--- src/rtl/mlf_pkg.sv ---
// ----------------------------------------------------------------------------
// mlf_pkg: shared types and constants of the UART link framer
// Beat payloads, action and result codes, register indexes, key table.
// ----------------------------------------------------------------------------
`default_nettype none

package mlf_pkg;

  localparam int unsigned FRAME_BYTES = 4;
  localparam int unsigned NUM_KEYS    = 36;
  localparam logic [7:0]  HEAD_BYTE   = 8'hA5;

  // Input actions
  typedef enum logic [1:0] {
    ACT_BYTE = 2'd0,
    ACT_SEND = 2'd1,
    ACT_TICK = 2'd2
  } action_e;

  // Result kinds
  typedef enum logic [2:0] {
    KIND_TX       = 3'd0,
    KIND_KEY      = 3'd1,
    KIND_OK       = 3'd2,
    KIND_TIMEOUT  = 3'd3,
    KIND_MISMATCH = 3'd4,
    KIND_UNKNOWN  = 3'd5
  } kind_e;

  // Configuration register indexes
  localparam logic [2:0] REG_ACK_LED_ON     = 3'd0;
  localparam logic [2:0] REG_ACK_LED_OFF    = 3'd1;
  localparam logic [2:0] REG_ACK_LCD_ONOFF  = 3'd2;
  localparam logic [2:0] REG_ACK_LED_ALL    = 3'd3;
  localparam logic [2:0] REG_ACK_LED_STATUS = 3'd4;
  localparam logic [2:0] REG_TIMEOUT_TICKS  = 3'd5;

  typedef struct packed {
    logic [1:0] action;
    logic [7:0] rx_byte;
    logic [7:0] cmd_code;
    logic [7:0] cmd_data;
  } req_t;

  typedef struct packed {
    logic [2:0] kind;
    logic [7:0] tx_byte;
    logic [7:0] key_code;
    logic [7:0] key_value;
    logic [7:0] status;
    logic       last;
  } rsp_t;

  // Key code for frame commands 1..NUM_KEYS, zero elsewhere
  function automatic logic [7:0] key_map(input logic [7:0] cmd);
    logic [7:0] code;
    case (cmd)
      8'd1:  code = 8'd59;   8'd2:  code = 8'd60;   8'd3:  code = 8'd61;
      8'd4:  code = 8'd62;   8'd5:  code = 8'd63;   8'd6:  code = 8'd64;
      8'd7:  code = 8'd65;   8'd8:  code = 8'd66;   8'd9:  code = 8'd67;
      8'd10: code = 8'd68;   8'd11: code = 8'd87;   8'd12: code = 8'd88;
      8'd13: code = 8'd46;   8'd14: code = 8'd29;   8'd15: code = 8'd35;
      8'd16: code = 8'd19;   8'd17: code = 8'd25;   8'd18: code = 8'd2;
      8'd19: code = 8'd3;    8'd20: code = 8'd4;    8'd21: code = 8'd5;
      8'd22: code = 8'd6;    8'd23: code = 8'd7;    8'd24: code = 8'd8;
      8'd25: code = 8'd9;    8'd26: code = 8'd10;   8'd27: code = 8'd11;
      8'd28: code = 8'd55;   8'd29: code = 8'd98;   8'd30: code = 8'd103;
      8'd31: code = 8'd108;  8'd32: code = 8'd105;  8'd33: code = 8'd106;
      8'd34: code = 8'd96;   8'd35: code = 8'd78;   8'd36: code = 8'd74;
      default: code = 8'd0;
    endcase
    return code;
  endfunction

endpackage

`default_nettype wire

--- src/rtl/mlf_req_if.sv ---
// ----------------------------------------------------------------------------
// mlf_req_if: input channel of the UART link framer
// Valid/ready handshake carrying one action beat.
// ----------------------------------------------------------------------------
`default_nettype none

interface mlf_req_if;
  logic          valid;
  logic          ready;
  mlf_pkg::req_t data;

  modport source (output valid, output data, input ready);
  modport sink   (input valid, input data, output ready);
endinterface

`default_nettype wire

--- src/rtl/mlf_rsp_if.sv ---
// ----------------------------------------------------------------------------
// mlf_rsp_if: result channel of the UART link framer
// Valid/ready handshake carrying one result beat.
// ----------------------------------------------------------------------------
`default_nettype none

interface mlf_rsp_if;
  logic          valid;
  logic          ready;
  mlf_pkg::rsp_t data;

  modport source (output valid, output data, input ready);
  modport sink   (input valid, input data, output ready);
endinterface

`default_nettype wire

--- src/rtl/mcu_uart_link_framer.sv ---
// ----------------------------------------------------------------------------
// mcu_uart_link_framer: both ends of a four-byte UART link
// Frames received bytes into a window, decodes key events and acknowledges,
// emits send frames and runs the acknowledge timeout on timer ticks.
// ----------------------------------------------------------------------------
// The first result beat is registered and valid in the cycle after the input beat.
// Bytes and ticks are taken at one input beat per cycle while the result channel
// keeps up; a send holds the result register until its four tx beats have left.
// A new input is taken in the cycle the final result beat leaves.
// Reset: control state and counters cleared, registers at their defaults;
// the frame window contents stay undefined until written.
`default_nettype none

module mcu_uart_link_framer (
  input  wire logic       clk_i,
  input  wire logic       rst_ni,
  mlf_req_if.sink         req_i,
  mlf_rsp_if.source       rsp_o,
  input  wire logic       cfg_we_i,
  input  wire logic [2:0] cfg_idx_i,
  input  wire logic [7:0] cfg_wdata_i
);

  // Configuration registers
  logic [7:0] ack_on_q, ack_off_q, ack_lcd_q, ack_all_q, ack_sts_code_q, timeout_q;

  always_ff @(posedge clk_i or negedge rst_ni) begin
    if (!rst_ni) begin
      ack_on_q       <= 8'd37;
      ack_off_q      <= 8'd38;
      ack_lcd_q      <= 8'd39;
      ack_all_q      <= 8'd40;
      ack_sts_code_q <= 8'd41;
      timeout_q      <= 8'd10;
    end else if (cfg_we_i) begin
      case (cfg_idx_i)
        mlf_pkg::REG_ACK_LED_ON:     ack_on_q       <= cfg_wdata_i;
        mlf_pkg::REG_ACK_LED_OFF:    ack_off_q      <= cfg_wdata_i;
        mlf_pkg::REG_ACK_LCD_ONOFF:  ack_lcd_q      <= cfg_wdata_i;
        mlf_pkg::REG_ACK_LED_ALL:    ack_all_q      <= cfg_wdata_i;
        mlf_pkg::REG_ACK_LED_STATUS: ack_sts_code_q <= cfg_wdata_i;
        mlf_pkg::REG_TIMEOUT_TICKS:  timeout_q      <= cfg_wdata_i;
        default: ;
      endcase
    end
  end

  // Link state
  logic [7:0] win_q [mlf_pkg::FRAME_BYTES];
  logic [7:0] win_d [mlf_pkg::FRAME_BYTES];
  logic [2:0] fill_q, fill_d;
  logic [7:0] ack_cmd_q, ack_cmd_d;
  logic [7:0] ack_val_q, ack_val_d;
  logic       wait_q, wait_d;
  logic [7:0] tick_q, tick_d;
  logic [7:0] pend_q, pend_d;

  // Result register and pending tx bytes of a send
  mlf_pkg::rsp_t res_q;
  logic [7:0]    txb_q [3];
  logic [2:0]    cnt_q;

  logic          accept, pop, push, push_send;
  mlf_pkg::rsp_t push_res;
  logic [7:0]    w1, w2, w3, sum3, tx_sum;
  logic          good, is_ack;

  assign req_i.ready = (cnt_q == 3'd0) || ((cnt_q == 3'd1) && rsp_o.ready);
  assign accept      = req_i.valid && req_i.ready;
  assign rsp_o.valid = (cnt_q != 3'd0);
  assign rsp_o.data  = res_q;
  assign pop         = rsp_o.valid && rsp_o.ready;

  // Full-window view: older bytes from the window, newest from the beat
  assign w1     = win_q[1];
  assign w2     = win_q[2];
  assign w3     = req_i.data.rx_byte;
  assign sum3   = win_q[0] + w1 + w2;
  assign good   = (win_q[0] == mlf_pkg::HEAD_BYTE) && (sum3 == w3);
  assign is_ack = (w1 == ack_on_q) || (w1 == ack_off_q) || (w1 == ack_lcd_q) ||
                  (w1 == ack_all_q) || (w1 == ack_sts_code_q);
  assign tx_sum = mlf_pkg::HEAD_BYTE + req_i.data.cmd_code + req_i.data.cmd_data;

  // Next state and first result beat of the accepted item
  always_comb begin
    win_d     = win_q;
    fill_d    = fill_q;
    ack_cmd_d = ack_cmd_q;
    ack_val_d = ack_val_q;
    wait_d    = wait_q;
    tick_d    = tick_q;
    pend_d    = pend_q;
    push      = 1'b0;
    push_send = 1'b0;
    push_res  = '0;
    if (accept) begin
      case (req_i.data.action)
        mlf_pkg::ACT_BYTE: begin
          win_d[fill_q[1:0]] = req_i.data.rx_byte;
          fill_d             = fill_q + 3'd1;
          if (fill_q == 3'(mlf_pkg::FRAME_BYTES - 1)) begin
            if (good) begin
              fill_d = 3'd0;
              if ((w1 >= 8'd1) && (w1 <= 8'(mlf_pkg::NUM_KEYS))) begin
                push               = 1'b1;
                push_res.kind      = mlf_pkg::KIND_KEY;
                push_res.key_code  = mlf_pkg::key_map(w1);
                push_res.key_value = w2;
                push_res.last      = 1'b1;
              end else if (is_ack) begin
                ack_cmd_d = w1;
                ack_val_d = w2;
              end else begin
                ack_cmd_d     = 8'd0;
                ack_val_d     = 8'd0;
                push          = 1'b1;
                push_res.kind = mlf_pkg::KIND_UNKNOWN;
                push_res.last = 1'b1;
              end
            end else if (w1 == mlf_pkg::HEAD_BYTE) begin
              // resync to head at offset one
              win_d[0] = w1;
              win_d[1] = w2;
              win_d[2] = w3;
              fill_d   = 3'd3;
            end else if (w2 == mlf_pkg::HEAD_BYTE) begin
              win_d[0] = w2;
              win_d[1] = w3;
              fill_d   = 3'd2;
            end else if (w3 == mlf_pkg::HEAD_BYTE) begin
              win_d[0] = w3;
              fill_d   = 3'd1;
            end else begin
              fill_d = 3'd0;
            end
          end
        end
        mlf_pkg::ACT_SEND: begin
          ack_cmd_d        = 8'd0;
          ack_val_d        = 8'd0;
          pend_d           = req_i.data.cmd_code;
          tick_d           = 8'd0;
          wait_d           = 1'b1;
          push             = 1'b1;
          push_send        = 1'b1;
          push_res.kind    = mlf_pkg::KIND_TX;
          push_res.tx_byte = mlf_pkg::HEAD_BYTE;
        end
        mlf_pkg::ACT_TICK: begin
          if (wait_q) begin
            if (tick_q >= timeout_q) begin
              wait_d        = 1'b0;
              push          = 1'b1;
              push_res.kind = mlf_pkg::KIND_TIMEOUT;
              push_res.last = 1'b1;
            end else begin
              tick_d = tick_q + 8'd1;
              if ((ack_cmd_q != 8'd0) || (ack_val_q != 8'd0)) begin
                push          = 1'b1;
                push_res.last = 1'b1;
                if (ack_cmd_q == pend_q) begin
                  push_res.kind   = mlf_pkg::KIND_OK;
                  push_res.status = ack_val_q;
                end else begin
                  push_res.kind = mlf_pkg::KIND_MISMATCH;
                end
                ack_cmd_d = 8'd0;
                ack_val_d = 8'd0;
                wait_d    = 1'b0;
              end
            end
          end
        end
        default: ;
      endcase
    end
  end

  // Control state
  always_ff @(posedge clk_i or negedge rst_ni) begin
    if (!rst_ni) begin
      fill_q    <= 3'd0;
      ack_cmd_q <= 8'd0;
      ack_val_q <= 8'd0;
      wait_q    <= 1'b0;
      tick_q    <= 8'd0;
      pend_q    <= 8'd0;
    end else begin
      fill_q    <= fill_d;
      ack_cmd_q <= ack_cmd_d;
      ack_val_q <= ack_val_d;
      wait_q    <= wait_d;
      tick_q    <= tick_d;
      pend_q    <= pend_d;
    end
  end

  // Frame window, no reset
  always_ff @(posedge clk_i) begin
    win_q <= win_d;
  end

  // Result beat count
  always_ff @(posedge clk_i or negedge rst_ni) begin
    if (!rst_ni) begin
      cnt_q <= 3'd0;
    end else if (push) begin
      cnt_q <= push_send ? 3'd4 : 3'd1;
    end else if (pop) begin
      cnt_q <= cnt_q - 3'd1;
    end
  end

  // Result payload and queued send bytes
  always_ff @(posedge clk_i) begin
    if (push) begin
      res_q    <= push_res;
      txb_q[0] <= req_i.data.cmd_code;
      txb_q[1] <= req_i.data.cmd_data;
      txb_q[2] <= tx_sum;
    end else if (pop && (cnt_q > 3'd1)) begin
      res_q.tx_byte <= txb_q[0];
      res_q.last    <= (cnt_q == 3'd2);
      txb_q[0]      <= txb_q[1];
      txb_q[1]      <= txb_q[2];
    end
  end

  // Checks
  a_fill_range: assert property (@(posedge clk_i) disable iff (!rst_ni)
    fill_q < 3'(mlf_pkg::FRAME_BYTES))
    else $error("frame window fill out of range");

  a_cnt_range: assert property (@(posedge clk_i) disable iff (!rst_ni)
    cnt_q <= 3'd4)
    else $error("result beat count out of range");

  a_last_beat: assert property (@(posedge clk_i) disable iff (!rst_ni)
    rsp_o.valid |-> (rsp_o.data.last == (cnt_q == 3'd1)))
    else $error("last flag out of step with beat count");

  a_send_head: assert property (@(posedge clk_i) disable iff (!rst_ni)
    (accept && (req_i.data.action == mlf_pkg::ACT_SEND)) |=>
      (rsp_o.valid && (rsp_o.data.tx_byte == mlf_pkg::HEAD_BYTE) && wait_q))
    else $error("send did not start with head byte");

endmodule

`default_nettype wire

--- src/flat_wrapper.sv ---
// flat-port wrapper written by rule: the top's interface ports become plain ports
module mcu_uart_link_framer_flat 
  (clk_i, rst_ni, cfg_we_i, cfg_idx_i, cfg_wdata_i, req_i_valid, req_i_data, req_i_ready, rsp_o_valid, rsp_o_data, rsp_o_ready);
  mlf_req_if req_i_i ();
  mlf_rsp_if rsp_o_i ();
  input  wire logic clk_i;
  input  wire logic rst_ni;
  input  wire logic cfg_we_i;
  input  wire logic [2:0] cfg_idx_i;
  input  wire logic [7:0] cfg_wdata_i;
  input wire logic [$bits(req_i_i.valid)-1:0] req_i_valid;
  input wire logic [$bits(req_i_i.data)-1:0] req_i_data;
  output wire logic [$bits(req_i_i.ready)-1:0] req_i_ready;
  output wire logic [$bits(rsp_o_i.valid)-1:0] rsp_o_valid;
  output wire logic [$bits(rsp_o_i.data)-1:0] rsp_o_data;
  input wire logic [$bits(rsp_o_i.ready)-1:0] rsp_o_ready;
  assign req_i_i.valid = req_i_valid;
  assign req_i_i.data = req_i_data;
  assign req_i_ready = req_i_i.ready;
  assign rsp_o_valid = rsp_o_i.valid;
  assign rsp_o_data = rsp_o_i.data;
  assign rsp_o_i.ready = rsp_o_ready;
  mcu_uart_link_framer u_core (.clk_i(clk_i), .rst_ni(rst_ni), .req_i(req_i_i), .rsp_o(rsp_o_i), .cfg_we_i(cfg_we_i), .cfg_idx_i(cfg_idx_i), .cfg_wdata_i(cfg_wdata_i));
endmodule
--- config.mk ---
export PLATFORM = sky130hd
export DESIGN_NAME = mcu_uart_link_framer_flat
export DESIGN_NICKNAME = d
export VERILOG_FILES = /design/src/rtl/mlf_pkg.sv /design/src/rtl/mlf_req_if.sv /design/src/rtl/mlf_rsp_if.sv /design/src/rtl/mcu_uart_link_framer.sv /design/src/flat_wrapper.sv
export SDC_FILE = /design/constraint.sdc
export NUM_CORES = 1
export LEC_CHECK = 0
export BUFFER_PORTS_ARGS = -buffer_cell sky130_fd_sc_hd__buf_2
export CAP_MARGIN = 20
export CORE_ASPECT_RATIO = 1.1
export CORE_MARGIN = 2
export CORE_UTILIZATION = 50
export DETAILED_ROUTE_END_ITERATION = 16
export PLACE_DENSITY = 0.78
export SYNTH_ARGS = -nofsm -noshare
export SYNTH_HDL_FRONTEND = slang
export SYNTH_SLANG_ARGS = --single-unit
--- constraint.sdc ---
create_clock -name clk_i -period 5.7 [get_ports clk_i]
set_input_delay 1.71 -clock clk_i [delete_from_list [all_inputs] [get_ports clk_i]]
set_output_delay 1.71 -clock clk_i [all_outputs]
set_load 0.1 [all_outputs]
==> impl_metrics.json <==
{
  "clkLatencyLatePin_ns": 0.44,
  "grt_pass1_vias": 7090,
  "min_path_type": "register to register",
  "cts_root_buf": "clkbuf_16",
  "max_clock_freq_ghz": 0.202,
  "synth.area.top_cells": "edfxtp_1 25%, dfrtp_1 17%, mux2_2 8.9%",
  "worstSetupPathType": "register to register",
  "crit_path_top_delay_cell": "xnor2_1",
  "ys_async_sr_fraction_pct": 49.2,
  "worst_pin_slew_ns": 0.932,
  "cts.clk_slew.worst_paths_ns": 0.07,
  "p_int_uw": 2710,
  "final_cells": 1234,
  "syn2layout_area_growth_pct": 13.0,
  "cts_hold_buffers": 0,
  "ys_seq_area_share_pct": 48.2,
  "path_cells": "fa_1, ha_1, a21oi_1, o21ai_0, a21oi_1, xnor2_1, o311a_1, nor3_1, a311oi_2, inv_2, ha_1, o211a_1, o311a_1",
  "rsz0062_at_grt": "no",
  "clock_power_share_pct": 28.1,
  "drc_errors": 0,
  "postCtsSetupBuffers": 0,
  "cp-end-kind": "register",
  "syn_area_per_cell_sq_um": 11.3,
  "diodes": 0,
  "status": "complete, no violations",
  "h-tree-depth": 4,
  "clock_sinks": 177,
  "start_util_pct": 50.8,
  "setup_tns_ns": 0,
  "layout_min_cycle_time_ns": 4.94,
  "gp_congestion": 0.896,
  "port-buffer-count": 78,
  "cts_tree": "done",
  "regArea_sq_um": 4830,
  "fin_crit_sh_pct": 86.8,
  "num_vias": 7142,
  "switching_power_uw": 1390,
  "critPathBufInv": 1,
  "place_area_sq_um": 10700,
  "drt_iter0_drc": 447,
  "grt.overflow.total": 0,
  "p_comb_share_pct": 28.2,
  "rows": 54,
  "via_per_inst": 5.79,
  "synth_edf_count": 83,
  "hold_ws_ns": 0.505,
  "synth_top_area_cell": "edfxtp_1",
  "total_power_uw": 4100,
  "synth_top_area_share_pct": 24.9,
  "die_w_um": 139,
  "cts_resized": 0,
  "dp_cells": 1201,
  "cp_top_family": "compound AO/OA/AOI/OAI gates",
  "cts_made_buffers": 17,
  "start_kind": "register",
  "synthesis.nets": 986,
  "final_area_sq_um": 11300,
  "final_common_cell": "edfxtp_1",
  "layout.nets": 1069,
  "layout-drive-gt1-share_pct": 24.2,
  "clock_path_buffers": 2,
  "ant_nets": 0,
  "first_pass_iters": 5,
  "finalWirelength_um": 22400,
  "clock_skew_ns": 0.0151,
  "grt_max_degree": 45,
  "setup_viol": 0,
  "core_sq_um": 19700,
  "nFillCells": 1610,
  "synth_seq_cells": 177,
  "leakage_uw": 0.00474,
  "syn-cell-area_sq_um": 10000,
  "antenna_found_initial": 0,
  "layout_common_cells": "83 x edfxtp_1, 79 x mux2_2, 77 x buf_2",
  "die_area_sq_um": 21200,
  "wl_per_cell_um": 18.2,
  "die_h_um": 153,
  "vdd_drop_max_mv": 0.342,
  "powerDensity_nw_per_um2": 362,
  "worstPathArrival_ns": 5.27,
  "ys.warnings.count": 0,
  "seq_power_share_pct": 43.7,
  "grtUsageTotal_pct": 21.1,
  "required_ns": 6.02,
  "dp_hpwl_um": 16200,
  "swShare_pct": 33.9,
  "slowest_delay_ns": 0.75,
  "hold_violations": 0,
  "grt_pass1_wl_um": 36000,
  "multiInputGateArea_sq_um": 4820,
  "drv_slew": 0,
  "synth_cell_types": 75,
  "synth_cells": 886,
  "io_pins": 80,
  "ys.flop_type": "edfxtp_1",
  "slew_headroom_pct": 36.3,
  "crit_fanout": 10,
  "drv_cap": 0
}
registers in the layout, indices dropped and copies added (netlist names), named ones only:
name and flops:
u_core.rsp_o.data 35, u_core.ack_all_q 8, u_core.timeout_q 8, u_core.pend_q 8, u_core.ack_on_q 8, u_core.ack_cmd_q 8
u_core.tick_q 8, u_core.ack_sts_code_q 8, u_core.fill_q 3, u_core.ack_lcd_q 8, u_core.ack_off_q 8, u_core.win_q 8
u_core.cnt_q 3, u_core.ack_val_q 8, u_core.wait_q 1, u_core.w1 8, u_core.txb_q 24, u_core.w2 8
metrics by stage:
stage	util, %	worst slack (ns)
final	57.5	0.755
after global routing	57.5	0.479
after CTS	57.4	0.842
after detailed placement	54.5	0.682
after global placement	54.5	0.765
after floorplan	-	0.400
synthesized netlist by cell type, drive strengths merged (7+ instances only):
cell type / instances
nor4: 15
mux2i: 18
nor2: 41
mux2: 79
xor2: 30
inv: 65
nand4: 12
buf: 13
dfstp: 17
fa: 9
nand3: 27
dfrtp: 70
nor3: 20
and2: 19
o21ai: 50
edfxtp: 83
a21o: 10
nand2: 48
xnor2: 46
ha: 49
dfxtp: 7
a21oi: 34
clkbuf: 18
power groups by stage:
stage          logic, uW  clock network, uW  registers [uW]
4_1_cts             1160               1170            1790
6_report            1160               1150            1790
3_5_place_dp        1150                  0            1820
5_1_grt             1260               1220            1820
3_3_place_gp        1110                  0            1810
2_1_floorplan        804                  0            1880
kinds of logic after synthesis:
family	count (synthesis)	share of synthesized area [%]
xor+xnor	76	6.71
buf+inv	97	3.78
compound gates	168	11.7
fa+ha+maj	58	7.91
mux	97	10.8
flops	177	48.2
simple gates	212	10.9
other cells	1	0.0374
worst register-to-register path, delay by kind of cell (launching register included):
kind                     cells  cell delay, ns
AO/OA/AOI/OAI                7            2.07
XOR/XNOR                     1            0.75
adder cells (fa/ha/maj)      3            1.23
buffers and inverters        1            0.16
flip-flops                   1            0.55
AND/OR/NAND/NOR              1            0.11
layout make-up:
cell class,instances,area share [%]
timing repair buffer,95,4.70
inverter,66,2.23
tap,252,2.78
clock inverter,13,1.28
multi-input combinational,612,42.6
sequential,177,42.6
clock buffer,19,3.82
path summary, 6_finish.rpt:
kind / cells past startpoint / slack [ns] / start / endpoint
max in group asynchronous: 2 / 3.45 / rst_ni / u_core.ack_lcd_q[1]
max reg2reg: 13 / 0.76 / u_core.w2[2] / register
min reg2reg: 1 / 0.51 / u_core.timeout_q[6] / u_core.timeout_q[6]
min: 1 / 0.51 / u_core.timeout_q[6] / u_core.timeout_q[6]
min in group asynchronous: 1 / 1.27 / rst_ni / u_core.tick_q[1]
max: 13 / 0.76 / u_core.w2[2] / register
metal layers:
| metal | GRT usage [%] | part of all wire, % | vias to the layer above |
|---|---|---|---|
| met5 | 0 | 0 | - |
| met4 | 5.63 | 1.6 | 0 |
| met3 | 4.15 | 4.4 | 28 |
| met2 | 37.7 | 53 | 212 |
| met1 | 26.2 | 41 | 3552 |
| li1 | - | - | 3350 |
Power figures use the tool's default switching activity.
